$ cat config.mk
export PLATFORM = sky130hd
export DESIGN_NAME = flagged_length_frame_parser
export DESIGN_NICKNAME = d
export VERILOG_FILES = /design/src/rtl/flp_pkg.sv /design/src/rtl/flp_ctrl.sv /design/src/rtl/flp_datapath.sv /design/src/rtl/flagged_length_frame_parser.sv
export SDC_FILE = /design/constraint.sdc
export NUM_CORES = 1
export LEC_CHECK = 0
export BUFFER_PORTS_ARGS = -buffer_cell sky130_fd_sc_hd__buf_4
export CAP_MARGIN = 20
export CORE_MARGIN = 10
export CORE_UTILIZATION = 38
export CTS_BUF_LIST = sky130_fd_sc_hd__clkbuf_16
export DETAILED_ROUTE_END_ITERATION = 6
export GPL_TIMING_DRIVEN = 0
export MAX_ROUTING_LAYER = met4
export PLACE_DENSITY = 0.52
export SLEW_MARGIN = 10
export SYNTH_ARGS = -nofsm -noshare
export SYNTH_HDL_FRONTEND = slang
export SYNTH_SLANG_ARGS = --single-unit
$ cat constraint.sdc
create_clock -name clk -period 3 [get_ports clk]
set_clock_uncertainty 0.2 [all_clocks]
set_input_delay 0.45 -clock clk [delete_from_list [all_inputs] [get_ports clk]]
set_output_delay 0.45 -clock clk [all_outputs]
set_load 0.02 [all_outputs]
$ cat src/rtl/flp_pkg.sv
`timescale 1ns / 1ps
`default_nettype none

package flp_pkg;

	localparam int DEF_RING_DEPTH  = 32;
	localparam int DEF_MAX_PAYLOAD = 10;
	localparam int MAX_RESULTS     = 32;

	localparam logic [7:0] FLAG_ONE = 8'hA1;
	localparam logic [7:0] FLAG_TWO = 8'hA2;
	localparam logic [7:0] MIN_SIZE = 8'd6;
	localparam int         OVERHEAD = 5;

	localparam int CFG_DATA_W = 4;

	// register indexes on the configuration port
	localparam logic CFG_BLOCK_WHEN_FULL = 1'b0;
	localparam logic CFG_MAX_FRAME_LEN   = 1'b1;

	localparam logic       RST_BLOCK_WHEN_FULL = 1'b1;
	localparam logic [3:0] RST_MAX_FRAME_LEN   = 4'd15;

	typedef enum logic [2:0] {
		PH_WAIT_A1,
		PH_WAIT_A2,
		PH_SIZE,
		PH_DATA,
		PH_END_A2,
		PH_END_A1,
		PH_ERROR
	} phase_t;

	typedef enum logic [2:0] {
		S_IDLE,
		S_CHECK,
		S_POP,
		S_SCAN_RD,
		S_SCAN_EX,
		S_EMIT
	} state_t;

	typedef struct packed {
		logic push;
		logic start;
		logic pop;
		logic scan_rd;
		logic scan_step;
		logic load_out;
	} cmd_t;

	typedef struct packed {
		logic cont;
		logic frame_done;
		logic err_phase;
		logic scan_found;
		logic scan_end;
		logic out_free;
		logic emit_last;
	} status_t;

endpackage

`default_nettype wire

$ cat src/rtl/flp_ctrl.sv
`timescale 1ns / 1ps
`default_nettype none

module flp_ctrl (
	input  wire logic             clk,
	input  wire logic             arst_n,
	input  wire logic             in_valid,
	input  wire logic             func,
	output logic                  in_stall,
	input  wire flp_pkg::status_t st,
	output flp_pkg::cmd_t         cmd
);
	import flp_pkg::*;

	state_t state_q;
	state_t state_nx;

	always_ff @(posedge clk or negedge arst_n) begin
		if (!arst_n) begin
			state_q <= S_IDLE;
		end else begin
			state_q <= state_nx;
		end
	end

	always_comb begin
		state_nx = state_q;
		unique case (state_q)
			S_IDLE: begin
				if (in_valid && func) state_nx = S_CHECK;
			end
			S_CHECK: begin
				state_nx = st.cont ? S_POP : S_IDLE;
			end
			S_POP: begin
				if (st.frame_done) state_nx = S_EMIT;
				else if (st.err_phase) state_nx = S_SCAN_RD;
				else state_nx = S_CHECK;
			end
			S_SCAN_RD: begin
				state_nx = S_SCAN_EX;
			end
			S_SCAN_EX: begin
				if (st.scan_found || st.scan_end) state_nx = S_CHECK;
				else state_nx = S_SCAN_RD;
			end
			S_EMIT: begin
				if (st.out_free && st.emit_last) state_nx = S_CHECK;
			end
			default: begin
				state_nx = S_IDLE;
			end
		endcase
	end

	always_comb begin
		in_stall      = (state_q != S_IDLE);
		cmd           = '0;
		cmd.push      = (state_q == S_IDLE) && in_valid && !func;
		cmd.start     = (state_q == S_IDLE) && in_valid && func;
		cmd.pop       = (state_q == S_POP);
		cmd.scan_rd   = (state_q == S_SCAN_RD);
		cmd.scan_step = (state_q == S_SCAN_EX);
		cmd.load_out  = (state_q == S_EMIT) && st.out_free;
	end

endmodule

`default_nettype wire

$ cat src/rtl/flp_datapath.sv
`timescale 1ns / 1ps
`default_nettype none

module flp_datapath #(
	parameter int RING_DEPTH  = flp_pkg::DEF_RING_DEPTH,
	parameter int MAX_PAYLOAD = flp_pkg::DEF_MAX_PAYLOAD
) (
	input  wire logic                        clk,
	input  wire logic                        arst_n,
	input  wire logic                        cfg_we,
	input  wire logic                        cfg_index,
	input  wire logic [flp_pkg::CFG_DATA_W-1:0] cfg_data,
	input  wire logic [7:0]                  data_byte,
	input  wire flp_pkg::cmd_t               cmd,
	output flp_pkg::status_t                 st,
	input  wire logic                        out_stall,
	output logic                             out_valid,
	output logic [7:0]                       msg_byte,
	output logic [3:0]                       byte_index,
	output logic [3:0]                       msg_length,
	output logic                             last
);
	import flp_pkg::*;

	localparam int PW = (RING_DEPTH > 1) ? $clog2(RING_DEPTH) : 1;
	localparam int CW = $clog2(MAX_PAYLOAD + 1);
	localparam int IW = (MAX_PAYLOAD > 1) ? $clog2(MAX_PAYLOAD) : 1;
	localparam int RW = $clog2(2 * RING_DEPTH + 1);
	localparam int NW = $clog2(MAX_RESULTS + MAX_PAYLOAD + 1);

	localparam logic [PW-1:0] PTR_LAST  = PW'(RING_DEPTH - 1);
	localparam logic [RW-1:0] READ_CAP  = RW'(2 * RING_DEPTH);
	localparam logic [NW-1:0] SLOT_NEED = NW'(MAX_PAYLOAD);
	localparam logic [NW-1:0] SLOT_MAX  = NW'(MAX_RESULTS);
	localparam logic [7:0]    SIZE_CAP  = 8'(MAX_PAYLOAD + OVERHEAD);
	localparam logic [CW-1:0] PAY_MAX   = CW'(MAX_PAYLOAD);

	function automatic logic [PW-1:0] ptr_inc(input logic [PW-1:0] p);
		return (p == PTR_LAST) ? '0 : p + PW'(1);
	endfunction

	logic            bwf_q;
	logic [3:0]      maxlen_q;
	logic [7:0]      ring_mem [RING_DEPTH];
	logic [7:0]      rd_data_q;
	logic [PW-1:0]   rd_addr;
	logic [PW-1:0]   wp_q, rp_q, resync_q, scan_idx_q;
	logic [PW-1:0]   rp_inc, idx_inc;
	logic            empty_q, ovf_q;
	phase_t          phase_q, phase_nx;
	logic [3:0]      fsize_q;
	logic [CW-1:0]   pcnt_q, pcnt_inc;
	logic [7:0]      pstore [MAX_PAYLOAD];
	logic [RW-1:0]   reads_q;
	logic [NW-1:0]   nres_q;
	logic [CW-1:0]   emit_k_q, emit_k_inc;
	logic            out_valid_q;
	logic [7:0]      out_byte_q;
	logic [3:0]      out_index_q, out_len_q;
	logic            out_last_q;

	logic            ovf_nx, push_ok;
	logic            size_ok, data_end;
	logic            resync_take, size_load, data_store, frame_done, err_phase;
	logic [7:0]      b;

	assign b          = rd_data_q;
	assign rp_inc     = ptr_inc(rp_q);
	assign idx_inc    = ptr_inc(scan_idx_q);
	assign pcnt_inc   = pcnt_q + CW'(1);
	assign emit_k_inc = emit_k_q + CW'(1);
	assign rd_addr    = cmd.scan_rd ? scan_idx_q : rp_q;

	// overflow is sticky; once seen, every write is dropped while blocking is set
	assign ovf_nx  = ovf_q | ((rp_q == wp_q) && !empty_q);
	assign push_ok = !(bwf_q && ovf_nx);

	assign size_ok  = (b >= MIN_SIZE) && (b <= {4'b0, maxlen_q}) && (b <= SIZE_CAP);
	assign data_end = (8'(pcnt_inc) + 8'(OVERHEAD)) >= {4'b0, fsize_q};

	always_comb begin
		phase_nx    = phase_q;
		resync_take = 1'b0;
		size_load   = 1'b0;
		data_store  = 1'b0;
		frame_done  = 1'b0;
		err_phase   = 1'b0;
		unique case (phase_q)
			PH_WAIT_A1: begin
				if (b == FLAG_ONE) phase_nx = PH_WAIT_A2;
			end
			PH_WAIT_A2: begin
				if (b == FLAG_TWO) begin
					phase_nx    = PH_SIZE;
					resync_take = 1'b1;
				end else begin
					phase_nx = PH_ERROR;
				end
			end
			PH_SIZE: begin
				size_load = 1'b1;
				phase_nx  = size_ok ? PH_DATA : PH_ERROR;
			end
			PH_DATA: begin
				data_store = 1'b1;
				if (data_end) phase_nx = PH_END_A2;
			end
			PH_END_A2: begin
				phase_nx = (b == FLAG_TWO) ? PH_END_A1 : PH_ERROR;
			end
			PH_END_A1: begin
				if (b == FLAG_ONE) begin
					phase_nx    = PH_WAIT_A1;
					resync_take = 1'b1;
					frame_done  = 1'b1;
				end else begin
					phase_nx = PH_ERROR;
				end
			end
			default: begin
				// byte read in error phase is dropped, then the ring is scanned
				err_phase = 1'b1;
			end
		endcase
	end

	always_ff @(posedge clk or negedge arst_n) begin
		if (!arst_n) begin
			bwf_q    <= RST_BLOCK_WHEN_FULL;
			maxlen_q <= RST_MAX_FRAME_LEN;
		end else if (cfg_we) begin
			unique case (cfg_index)
				CFG_BLOCK_WHEN_FULL: bwf_q    <= cfg_data[0];
				CFG_MAX_FRAME_LEN:   maxlen_q <= cfg_data[3:0];
				default:             ;
			endcase
		end
	end

	always_ff @(posedge clk) begin
		if (cmd.push && push_ok) ring_mem[wp_q] <= data_byte;
		rd_data_q <= ring_mem[rd_addr];
	end

	always_ff @(posedge clk or negedge arst_n) begin
		if (!arst_n) begin
			wp_q     <= '0;
			rp_q     <= '0;
			empty_q  <= 1'b1;
			ovf_q    <= 1'b0;
			phase_q  <= PH_WAIT_A1;
			fsize_q  <= '0;
			pcnt_q   <= '0;
			resync_q <= '0;
			reads_q  <= '0;
			nres_q   <= '0;
		end else begin
			if (cmd.push) begin
				ovf_q <= ovf_nx;
				if (push_ok) begin
					wp_q    <= ptr_inc(wp_q);
					empty_q <= 1'b0;
				end
			end
			if (cmd.start) begin
				reads_q <= '0;
				nres_q  <= '0;
			end
			if (cmd.pop) begin
				rp_q    <= rp_inc;
				empty_q <= (wp_q == rp_inc);
				reads_q <= reads_q + RW'(1);
				phase_q <= phase_nx;
				if (resync_take) resync_q <= rp_inc;
				if (size_load) begin
					fsize_q <= b[3:0];
					pcnt_q  <= '0;
				end
				if (data_store) pcnt_q <= pcnt_inc;
			end
			if (cmd.scan_step) begin
				if (b == FLAG_ONE) begin
					phase_q  <= PH_WAIT_A2;
					resync_q <= idx_inc;
					rp_q     <= idx_inc;
				end else if (idx_inc == wp_q) begin
					phase_q <= PH_WAIT_A1;
				end
			end
			if (cmd.load_out) nres_q <= nres_q + NW'(1);
		end
	end

	always_ff @(posedge clk) begin
		if (cmd.pop && data_store && (pcnt_q < PAY_MAX)) pstore[pcnt_q[IW-1:0]] <= b;
		if (cmd.pop && err_phase) scan_idx_q <= resync_q;
		if (cmd.scan_step) scan_idx_q <= idx_inc;
		if (cmd.pop && frame_done) emit_k_q <= '0;
		if (cmd.load_out) begin
			out_byte_q  <= pstore[emit_k_q[IW-1:0]];
			out_index_q <= 4'(emit_k_q);
			out_len_q   <= 4'(pcnt_q);
			out_last_q  <= (emit_k_inc == pcnt_q);
			emit_k_q    <= emit_k_inc;
		end
	end

	always_ff @(posedge clk or negedge arst_n) begin
		if (!arst_n) begin
			out_valid_q <= 1'b0;
		end else if (cmd.load_out) begin
			out_valid_q <= 1'b1;
		end else if (!out_stall) begin
			out_valid_q <= 1'b0;
		end
	end

	always_comb begin
		st            = '0;
		st.cont       = !empty_q && (reads_q < READ_CAP) && ((nres_q + SLOT_NEED) <= SLOT_MAX);
		st.frame_done = frame_done;
		st.err_phase  = err_phase;
		st.scan_found = (b == FLAG_ONE);
		st.scan_end   = (idx_inc == wp_q);
		st.out_free   = !out_valid_q || !out_stall;
		st.emit_last  = (emit_k_inc == pcnt_q);
	end

	assign out_valid  = out_valid_q;
	assign msg_byte   = out_byte_q;
	assign byte_index = out_index_q;
	assign msg_length = out_len_q;
	assign last       = out_last_q;

endmodule

`default_nettype wire

$ cat src/rtl/flagged_length_frame_parser.sv
// Receive ring and frame parser. A write item (func 0) stores one byte in the
// ring unless an overflow was seen while blocking is set. A process item
// (func 1) drains the ring through the parser (A1 A2, size byte, payload,
// A2 A1) and emits each good frame as one output item per payload byte.
// Because the ring has one registered read port, every byte read passes
// through the CHECK and POP states, each entry walked by a resync scan
// through SCAN_RD and SCAN_EX, and each payload byte is emitted from EMIT
// while the output is not stalled; a drain reads at most 2*RING_DEPTH bytes
// and each resync scan walks up to RING_DEPTH entries. Input is stalled while
// a process item runs; the output register lets the next item in while the
// last result waits. Configuration writes must come only while idle (the block
// does not enforce it); reading an unwritten ring entry gives an undefined byte.
`timescale 1ns / 1ps
`default_nettype none

module flagged_length_frame_parser #(
	parameter int RING_DEPTH  = flp_pkg::DEF_RING_DEPTH,
	parameter int MAX_PAYLOAD = flp_pkg::DEF_MAX_PAYLOAD
) (
	input  wire logic                            clk,
	input  wire logic                            arst_n,
	input  wire logic                            cfg_we,
	input  wire logic                            cfg_index,
	input  wire logic [flp_pkg::CFG_DATA_W-1:0]  cfg_data,
	input  wire logic                            in_valid,
	output logic                                 in_stall,
	input  wire logic                            func,
	input  wire logic [7:0]                      data_byte,
	output logic                                 out_valid,
	input  wire logic                            out_stall,
	output logic [7:0]                           msg_byte,
	output logic [3:0]                           byte_index,
	output logic [3:0]                           msg_length,
	output logic                                 last
);
	import flp_pkg::*;

	cmd_t    cmd;
	status_t st;

	flp_ctrl u_ctrl (
		.clk      (clk),
		.arst_n   (arst_n),
		.in_valid (in_valid),
		.func     (func),
		.in_stall (in_stall),
		.st       (st),
		.cmd      (cmd)
	);

	flp_datapath #(
		.RING_DEPTH  (RING_DEPTH),
		.MAX_PAYLOAD (MAX_PAYLOAD)
	) u_datapath (
		.clk        (clk),
		.arst_n     (arst_n),
		.cfg_we     (cfg_we),
		.cfg_index  (cfg_index),
		.cfg_data   (cfg_data),
		.data_byte  (data_byte),
		.cmd        (cmd),
		.st         (st),
		.out_stall  (out_stall),
		.out_valid  (out_valid),
		.msg_byte   (msg_byte),
		.byte_index (byte_index),
		.msg_length (msg_length),
		.last       (last)
	);

endmodule

`default_nettype wire
==> results of run 1 <==
-- timing repair --
action	in CTS	in global routing
pin swaps	3	4
hold endpoints to repair	50	0
gates resized for setup	50	50
setup buffers	1	2
endpoints found under the setup margin	279	293
hold buffers	6	0
-- flip-flops by register name, summed over array words and instances, names as in the netlist, 4 cells and up --
signal	flops
u_datapath.fsize_q	4
u_datapath.b	8
u_datapath.resync_q	5
u_datapath.rp_q	5
u_datapath.wp_q	5
u_datapath.nres_q	6
u_datapath.pstore	80
u_datapath.scan_idx_q	5
u_datapath.msg_byte	8
u_datapath.reads_q	7
u_datapath.emit_k_q	4
u_datapath.ring_mem	256
u_datapath.maxlen_q	4
u_datapath.byte_index	4
u_datapath.msg_length	4
u_datapath.pcnt_q	4
-- report_power, final --
group / total [mW] / switching [mW] / internal (mW)
sequential: 7.44 / 0.500 / 6.94
combinational: 6.28 / 3.97 / 2.32
clock: 5.64 / 2.34 / 3.30
-- path summary, 6_finish.rpt --
path / cells past startpoint / end / startpoint
min in group asynchronous: 2 / u_datapath.reads_q[3] / arst_n
min: 3 / u_datapath.bwf_q / cfg_index
max: 8 / u_datapath.b[2] / u_ctrl.state_q[2]
max in group asynchronous: 2 / u_datapath.pcnt_q[1] / arst_n
max reg2reg: 8 / u_datapath.b[2] / u_ctrl.state_q[2]
min reg2reg: 0 / u_datapath.msg_length[3] / u_datapath.pcnt_q[3]
-- metrics by stage --
stage / utilization / hold WS, ns / power [mW] / cell area, um2
6_report: 0.4496 / 0.04527 / 19.37 / 21070
5_1_grt: 0.4496 / 0.03173 / 20.29 / 21070
4_1_cts: 0.4463 / 0.01071 / 19.28 / 20910
3_5_place_dp: 0.4098 / 0.2364 / 13.42 / 19200
3_3_place_gp: 0.4089 / 0.2353 / 13.37 / 19160
2_1_floorplan: - / -0.04559 / 11.24 / 18120
-- cells in the final DEF, fill, tap and decap left out, types with 11 or more instances in the layout --
cell	n
a211oi_1	11
a21oi_1	50
a31oi_1	11
a32oi_1	21
and3_2	22
buf_2	16
buf_4	53
clkbuf_1	23
clkbuf_16	49
clkinv_2	13
dfrtp_1	43
edfxtp_1	362
ha_1	26
inv_1	34
mux2_2	26
mux2i_1	72
mux4_2	28
nand2_1	179
nand3_1	44
nor2_1	42
nor2b_1	19
o21ai_0	34
o22ai_1	13
xnor2_1	17
xor2_1	11
-- area by class of cell --
cell class / count / area (um2) / area share
sequential: 420 / 12290 / 0.5834
multi-input combinational: 775 / 5640 / 0.2677
clock buffer: 49 / 1226 / 0.05821
tap: 607 / 759.5 / 0.03605
timing repair buffer: 50 / 390.4 / 0.01853
buffer: 64 / 380.4 / 0.01806
clock inverter: 38 / 285.3 / 0.01354
inverter: 25 / 93.84 / 0.004454
-- kinds of logic (layout without fill, tap and decap cells) --
logic type	after synthesis	in the layout
buffers and inverters	90	226
and+or+nand+nor	412	412
muxes	129	129
adders and majority gates	27	27
DFF	420	420
xor gates and xnor gates	29	29
AOI/OAI and AO/OA	178	178
-- routing by layer --
metal	vias to the layer above	wire (um)	GRT usage
met5	-	0	-
met4	0	1186	0.05437
met3	76	2694	0.03077
met2	290	20720	0.2459
met1	5544	20810	0.2176
li1	5085	-	-
-- worst max-delay path: stages (launching register included) --
cell and delay (ns):
dfrtp_1 0.36, buf_4 0.18, nand3b_4 0.24, a21oi_2 0.30, buf_2 0.31, nor2_1 0.25, a32oi_1 0.24, nand4_1 0.40
nor4_1 0.41
==> metrics.md, run 1 <==
| Metric | Value |
|---|---|
| Status | finished clean |
| Pre-CTS setup slack | -0.4370 ns |
| CTS tree | done |
| Clock Path Buffers | 3 |
| Crit end category | flip-flop |
| Clock Sink Count | 420 |
| Period Utilization, post-route | 0.9968 |
| Main flop type after synthesis | edfxtp_1 |
| Io pins | 38 |
| Post-synth net total | 1331 |
| DR vias | 11000 |
| Placed Cells | 1933 |
| CP Data Required Time | 3.27 ns |
| Synth top cells by count | edfxtp_1 (362), nand2_1 (181), mux2i_1 (74) |
| Nets | 1429 |
| Die ar. | 56820 um2 |
| Clock slew at reported path FFs | 0.06 ns |
| Final count of hold timing violations | 0 |
| Mapped cell area | 18120 um2 |
| Crit path kind | reg2reg |
| Crit path time final | 2.990 ns |
| WL per Instance | 22.39 um |
| Synth Area in Compound Gates | 0.06304 |
| Clock Root Buffer | clkbuf_16 |
| Cell count after synthesis | 1285 |
| Final Slew Violations | 0 |
| # DRC | 0 |
| Global-route wire length before repair | 68210 um |
| Synth Register Bits | 420 |
| Main area contributors after synthesis | edfxtp_1 (60%), dfrtp_1 (6.1%), mux2i_1 (4.1%) |
| Crit path max fanout | 10 |
| Syn_area_per_cell | 14.10 um2 |
| Setup TNS | 0 ns |
| Max_cap viols | 0 |
| Area leader, netlist | edfxtp_1 |
| ANT nets after route | 0 |
| Row count | 79 |
| Post-Synth XOR/XNOR Area | 0.01402 |
| Worst R2R Setup Slack | 0.01 ns |
| Post-synthesis adder-cell area fraction | 0.01864 |
| EDFF count, synth | 362 |
| CTS H-Tree Depth | 2 |
| Layout area overhead | 16.25% |
| Clock Latency Late Sink | 0.58 ns |
| Core footprint | 46850 um2 |
| RSZ-0062 raised after global routing | yes |
| Worst setup margin | 0.009728 ns |
| CTS buffer count | 47 |
| Highest clock rate | 334.4 MHz |
| Main combinational cell family by area after synthesis | simple AND/OR/NAND/NOR gates |
| Slew @ Worst Pin | 0.8614 ns |
| Simple-gate share of the synthesized area | 0.1110 |
| Pwr dens | 919.3 nW/um2 |
| Hold WC Path Type | in2reg |
| Die H | 238.4 um |
| Largest net degree at the start of global routing | 51 |
| Via density | 5.422 |
| Final Non-Filler Cells | 2028 |
| Most common cell in the netlist | edfxtp_1 |
| Diode count | 0 |
| LEAKAGE | 7.594 nW |
| Global route overflow | 0 |
| VDD IR max | 0.5063 mV |
| Starting utilization of the core area | 0.3868 |
| DR iter-0 viols | 891 |
| GR Util All Layers | 0.1627 |
| Routed WL | 45410 um |
| Area share of the largest cell type after synthesis | 0.5999 |
| Synth warnings | 0 |
| Sequential share of the synthesized area | 0.6782 |
| Worst Setup Start Kind | flip-flop |
| Crit path arrival time | 3.26 ns |
| Final HPWL DP | 30100 um |
| Setup violations, final | 0 |
| Synth async-reset ratio | 0.1190 |
| Number of port buffers | 37 |
| Share of layout cells above drive strength 1 | 0.1977 |
| Post-synthesis mux area share | 0.09266 |
| Netlist cell types | 62 |
| Slew headroom | 0.4257 |
| Initial antenna violation count | 0 |
| Routability congestion estimate | 0.8270 |
| Vias in the first global route | 10860 |
| DRT Pass-1 Iters | 7 |
| Fill cells | 4212 |
| Die Wd | 238.4 um |
Power figures use the tool's default switching activity.
==> run 2: changes to the inputs <==
Settings changed: ABC_AREA set to 1, CTS_BUF_LIST sky130_fd_sc_hd__clkbuf_16 to not set, SLEW_MARGIN 10 to 20.
==> metrics.md, run 2 <==
| Metric | Value |
|---|---|
| Post-synth net total | 1943 (was 1331) |
| Post-layout instance area | 22490 um2 (was 21070 um2) |
| Vias in the first global route | 13460 (was 10860) |
| Cell count after synthesis | 1897 (was 1285) |
| DR iter-0 viols | 1065 (was 891) |
| Crit path max fanout | 10 (unchanged) |
| Die Wd | 244.1 um (was 238.4 um) |
| Max FFs per register | 256 (unchanged) |
| Die H | 244.1 um (was 238.4 um) |
| Sequential share of the synthesized area | 0.6438 (was 0.6782) |
| Synth top cells by count | nand2_1 (406), edfxtp_1 (362), inv_1 (319) (was edfxtp_1 (362), nand2_1 (181), mux2i_1 (74)) |
| Area leader, netlist | edfxtp_1 (unchanged) |
| Status | finished clean (unchanged) |
| Number of port buffers | 37 (unchanged) |
| Starting utilization of the core area | 0.3828 (was 0.3868) |
| Hold WC Path Type | in2reg (unchanged) |
| ANT nets after route | 0 (unchanged) |
| Via density | 4.985 (was 5.422) |
| Period Utilization, post-route | 0.9496 (was 0.9968) |
| Clock slew at reported path FFs | 0.06 ns (about the same) |
| Synth async-reset ratio | 0.1190 (unchanged) |
| Area share of the largest cell type after synthesis | 0.5695 (was 0.5999) |
| Crit path kind | reg2reg (unchanged) |
| Nets | 2059 (was 1429) |
| Setup violations, final | 0 (unchanged) |
| Crit end category | flip-flop (unchanged) |
| Finished Core Util | 0.4510 (was 0.4496) |
| Largest register by flop count | u_datapath.ring_mem (unchanged) |
| Pwr dens | 893.2 nW/um2 (was 919.3 nW/um2) |
| # DRC | 0 (unchanged) |
| Routability congestion estimate | 0.9538 (was 0.8270) |
| Largest net degree at the start of global routing | 51 (unchanged) |
| Global-route wire length before repair | 80860 um (was 68210 um) |
| Routed WL | 52260 um (was 45410 um) |
| Mapped cell area | 19090 um2 (was 18120 um2) |
| Max_cap viols | 0 (unchanged) |
| Crit path time final | 2.849 ns (was 2.990 ns) |
| Io pins | 38 (unchanged) |
| Core footprint | 49860 um2 (was 46850 um2) |
| CTS buffer count | 46 (was 47) |
| Clock Sink Count | 420 (unchanged) |
| Crit path arrival time | 2.94 ns (was 3.26 ns) |
| CTS H-Tree Depth | 2 (unchanged) |
| EDFF count, synth | 362 (unchanged) |
| WL per Instance | 19.23 um (was 22.39 um) |
| Slew headroom | 0.4405 (was 0.4257) |
| GR Util All Layers | 0.1805 (was 0.1627) |
| Placed Area | 20240 um2 (was 19200 um2) |
| Placed Cells | 2606 (was 1933) |
| LEAKAGE | 9.337 nW (was 7.594 nW) |
| Share of layout cells above drive strength 1 | 0.1139 (was 0.1977) |
| Syn_area_per_cell | 10.06 um2 (was 14.10 um2) |
| Final Slew Violations | 0 (unchanged) |
| Initial antenna violation count | 0 (unchanged) |
| Worst Setup Start Kind | flip-flop (unchanged) |
| VDD IR max | 0.4805 mV (was 0.5063 mV) |
| DR vias | 13550 (was 11000) |
| Clock Root Buffer | clkbuf_16 (unchanged) |
| Final count of hold timing violations | 0 (unchanged) |
| DRT Pass-1 Iters | 5 (was 7) |
| Highest clock rate | 351.0 MHz (was 334.4 MHz) |
| CP Data Required Time | 3.09 ns (was 3.27 ns) |
| Commonest non-fill, non-tap cell in the layout | nand2_1 (was edfxtp_1) |
| Most frequent cells in the layout | nand2_1 (402), edfxtp_1 (362), inv_1 (319), nand3_1 (300), nor2_1 (76) (was edfxtp_1 (362), nand2_1 (179), mux2i_1 (72), buf_4 (53), a21oi_1 (50)) |
| Setup TNS | 0 ns (unchanged) |
| Die ar. | 59600 um2 (was 56820 um2) |
| Final HPWL DP | 34560 um (was 30100 um) |
| Synth Register Bits | 420 (unchanged) |
| CTS tree | done (unchanged) |
| Main area contributors after synthesis | edfxtp_1 (57%), nand2_1 (8.0%), nand3_1 (7.9%) (was edfxtp_1 (60%), dfrtp_1 (6.1%), mux2i_1 (4.1%)) |
| Most common cell in the netlist | nand2_1 (was edfxtp_1) |
| Row count | 82 (was 79) |
| Synth warnings | 0 (unchanged) |
| Netlist cell types | 43 (was 62) |
| Clock Latency Late Sink | 0.59 ns (was 0.58 ns) |
| Diode count | 0 (unchanged) |
| Clock Path Buffers | 3 (unchanged) |
| Global route overflow | 0 (unchanged) |
| Final Non-Filler Cells | 2718 (was 2028) |
| Slew @ Worst Pin | 0.8337 ns (was 0.8614 ns) |
| Main flop type after synthesis | edfxtp_1 (unchanged) |
| Layout area overhead | 17.80% (was 16.25%) |
## run 2: changes by cell type after synthesis, moves of 22 or more
cell and delta:
nand3_1 +256, mux2i_1 -74, o21ai_0 +39, nor2b_1 -24, mux4_2 -28, nor2_1 +68, inv_1 +294, a32oi_1 -22
and3_1 -26, nand2_1 +225, mux2_2 -25
## run 2: logic make-up after synthesis
kind of cell / count (synthesis) / share of synthesized area
AOI/OAI and AO/OA: 145 / 0.04234
xor gates and xnor gates: 19 / 0.008718
adders and majority gates: 27 / 0.01770
buffers and inverters: 399 / 0.08357
DFF: 420 / 0.6438
muxes: 1 / 0.0005899
and+or+nand+nor: 886 / 0.2033
## run 2: report_power, final
group / total (mW) / internal (mW) / switching (mW)
Clock: 5.56 / 3.28 / 2.28
Sequential: 7.45 / 6.93 / 0.518
Combinational: 7.07 / 2.09 / 4.98
Total: 20.1 / 12.3 / 7.78
## run 2: worst paths after layout
path	from	to	slack, ns	cells after the start
min in group asynchronous	arst_n	u_datapath.nres_q[2]	0.28	2
setup reg to reg	u_datapath.wp_q[2]	u_datapath.ring_mem[22][1]	0.15	12
hold / removal	in_valid	u_ctrl.state_q[0]	0.02	5
hold reg to reg	u_datapath.emit_k_q[3]	u_datapath.byte_index[3]	0.25	0
setup / recovery	u_datapath.wp_q[2]	u_datapath.ring_mem[22][1]	0.15	12
max in group asynchronous	arst_n	u_datapath.pcnt_q[0]	1.84	2
## run 2: what timing repair did
| action | in CTS | in global routing |
|---|---|---|
| pin swaps | 17 | 6 |
| resized for setup | 71 | 15 |
| hold buffers | 8 | 0 |
| buffers inserted | 19 | 4 |
| endpoints found under the hold margin | 50 | 0 |
| endpoints found under the setup margin | 305 | 318 |
| cloned | 0 | 0 |
## run 2: final cells by class
class                      count  area [um2]
sequential                   420       12290
multi-input combinational   1078        5539
clock buffer                  64        1229
buffer                        77       387.9
inverter                     322        1214
timing repair buffer          68       768.2
clock inverter                17       217.7
tap                          672       840.8
fill                        4704       27380
## run 2: through the flow
step	setup slack, ns	hold slack (ns)	total power [mW]
floorplan	0.3877	-0.04559	11.82
global placement	-0.7269	0.2361	14.41
detailed placement	-0.7359	0.2340	14.48
CTS	-0.1004	0.0008743	20.20
global route	-0.03440	0.04860	21.27
finish	0.1512	0.02494	20.09
## run 2: critical path, stage by stage (launching register included)
cell     delay, ns
dfrtp_1       0.32
buf_2         0.29
inv_2         0.20
o22ai_1       0.16
nor2_1        0.08
nand3_1       0.09
nand2_1       0.07
nand2_1       0.09
nand2_1       0.22
inv_4         0.22
nand2_4       0.23
nor2_4        0.20
buf_12        0.16
## run 2: routing by layer
metal,GRT usage,vias up,part of all wire
met1,0.2335,6550,0.45
met2,0.2911,371,0.47
li1,-,6528,-
met5,-,-,0
met3,0.02714,100,0.053
met4,0.05114,0,0.025
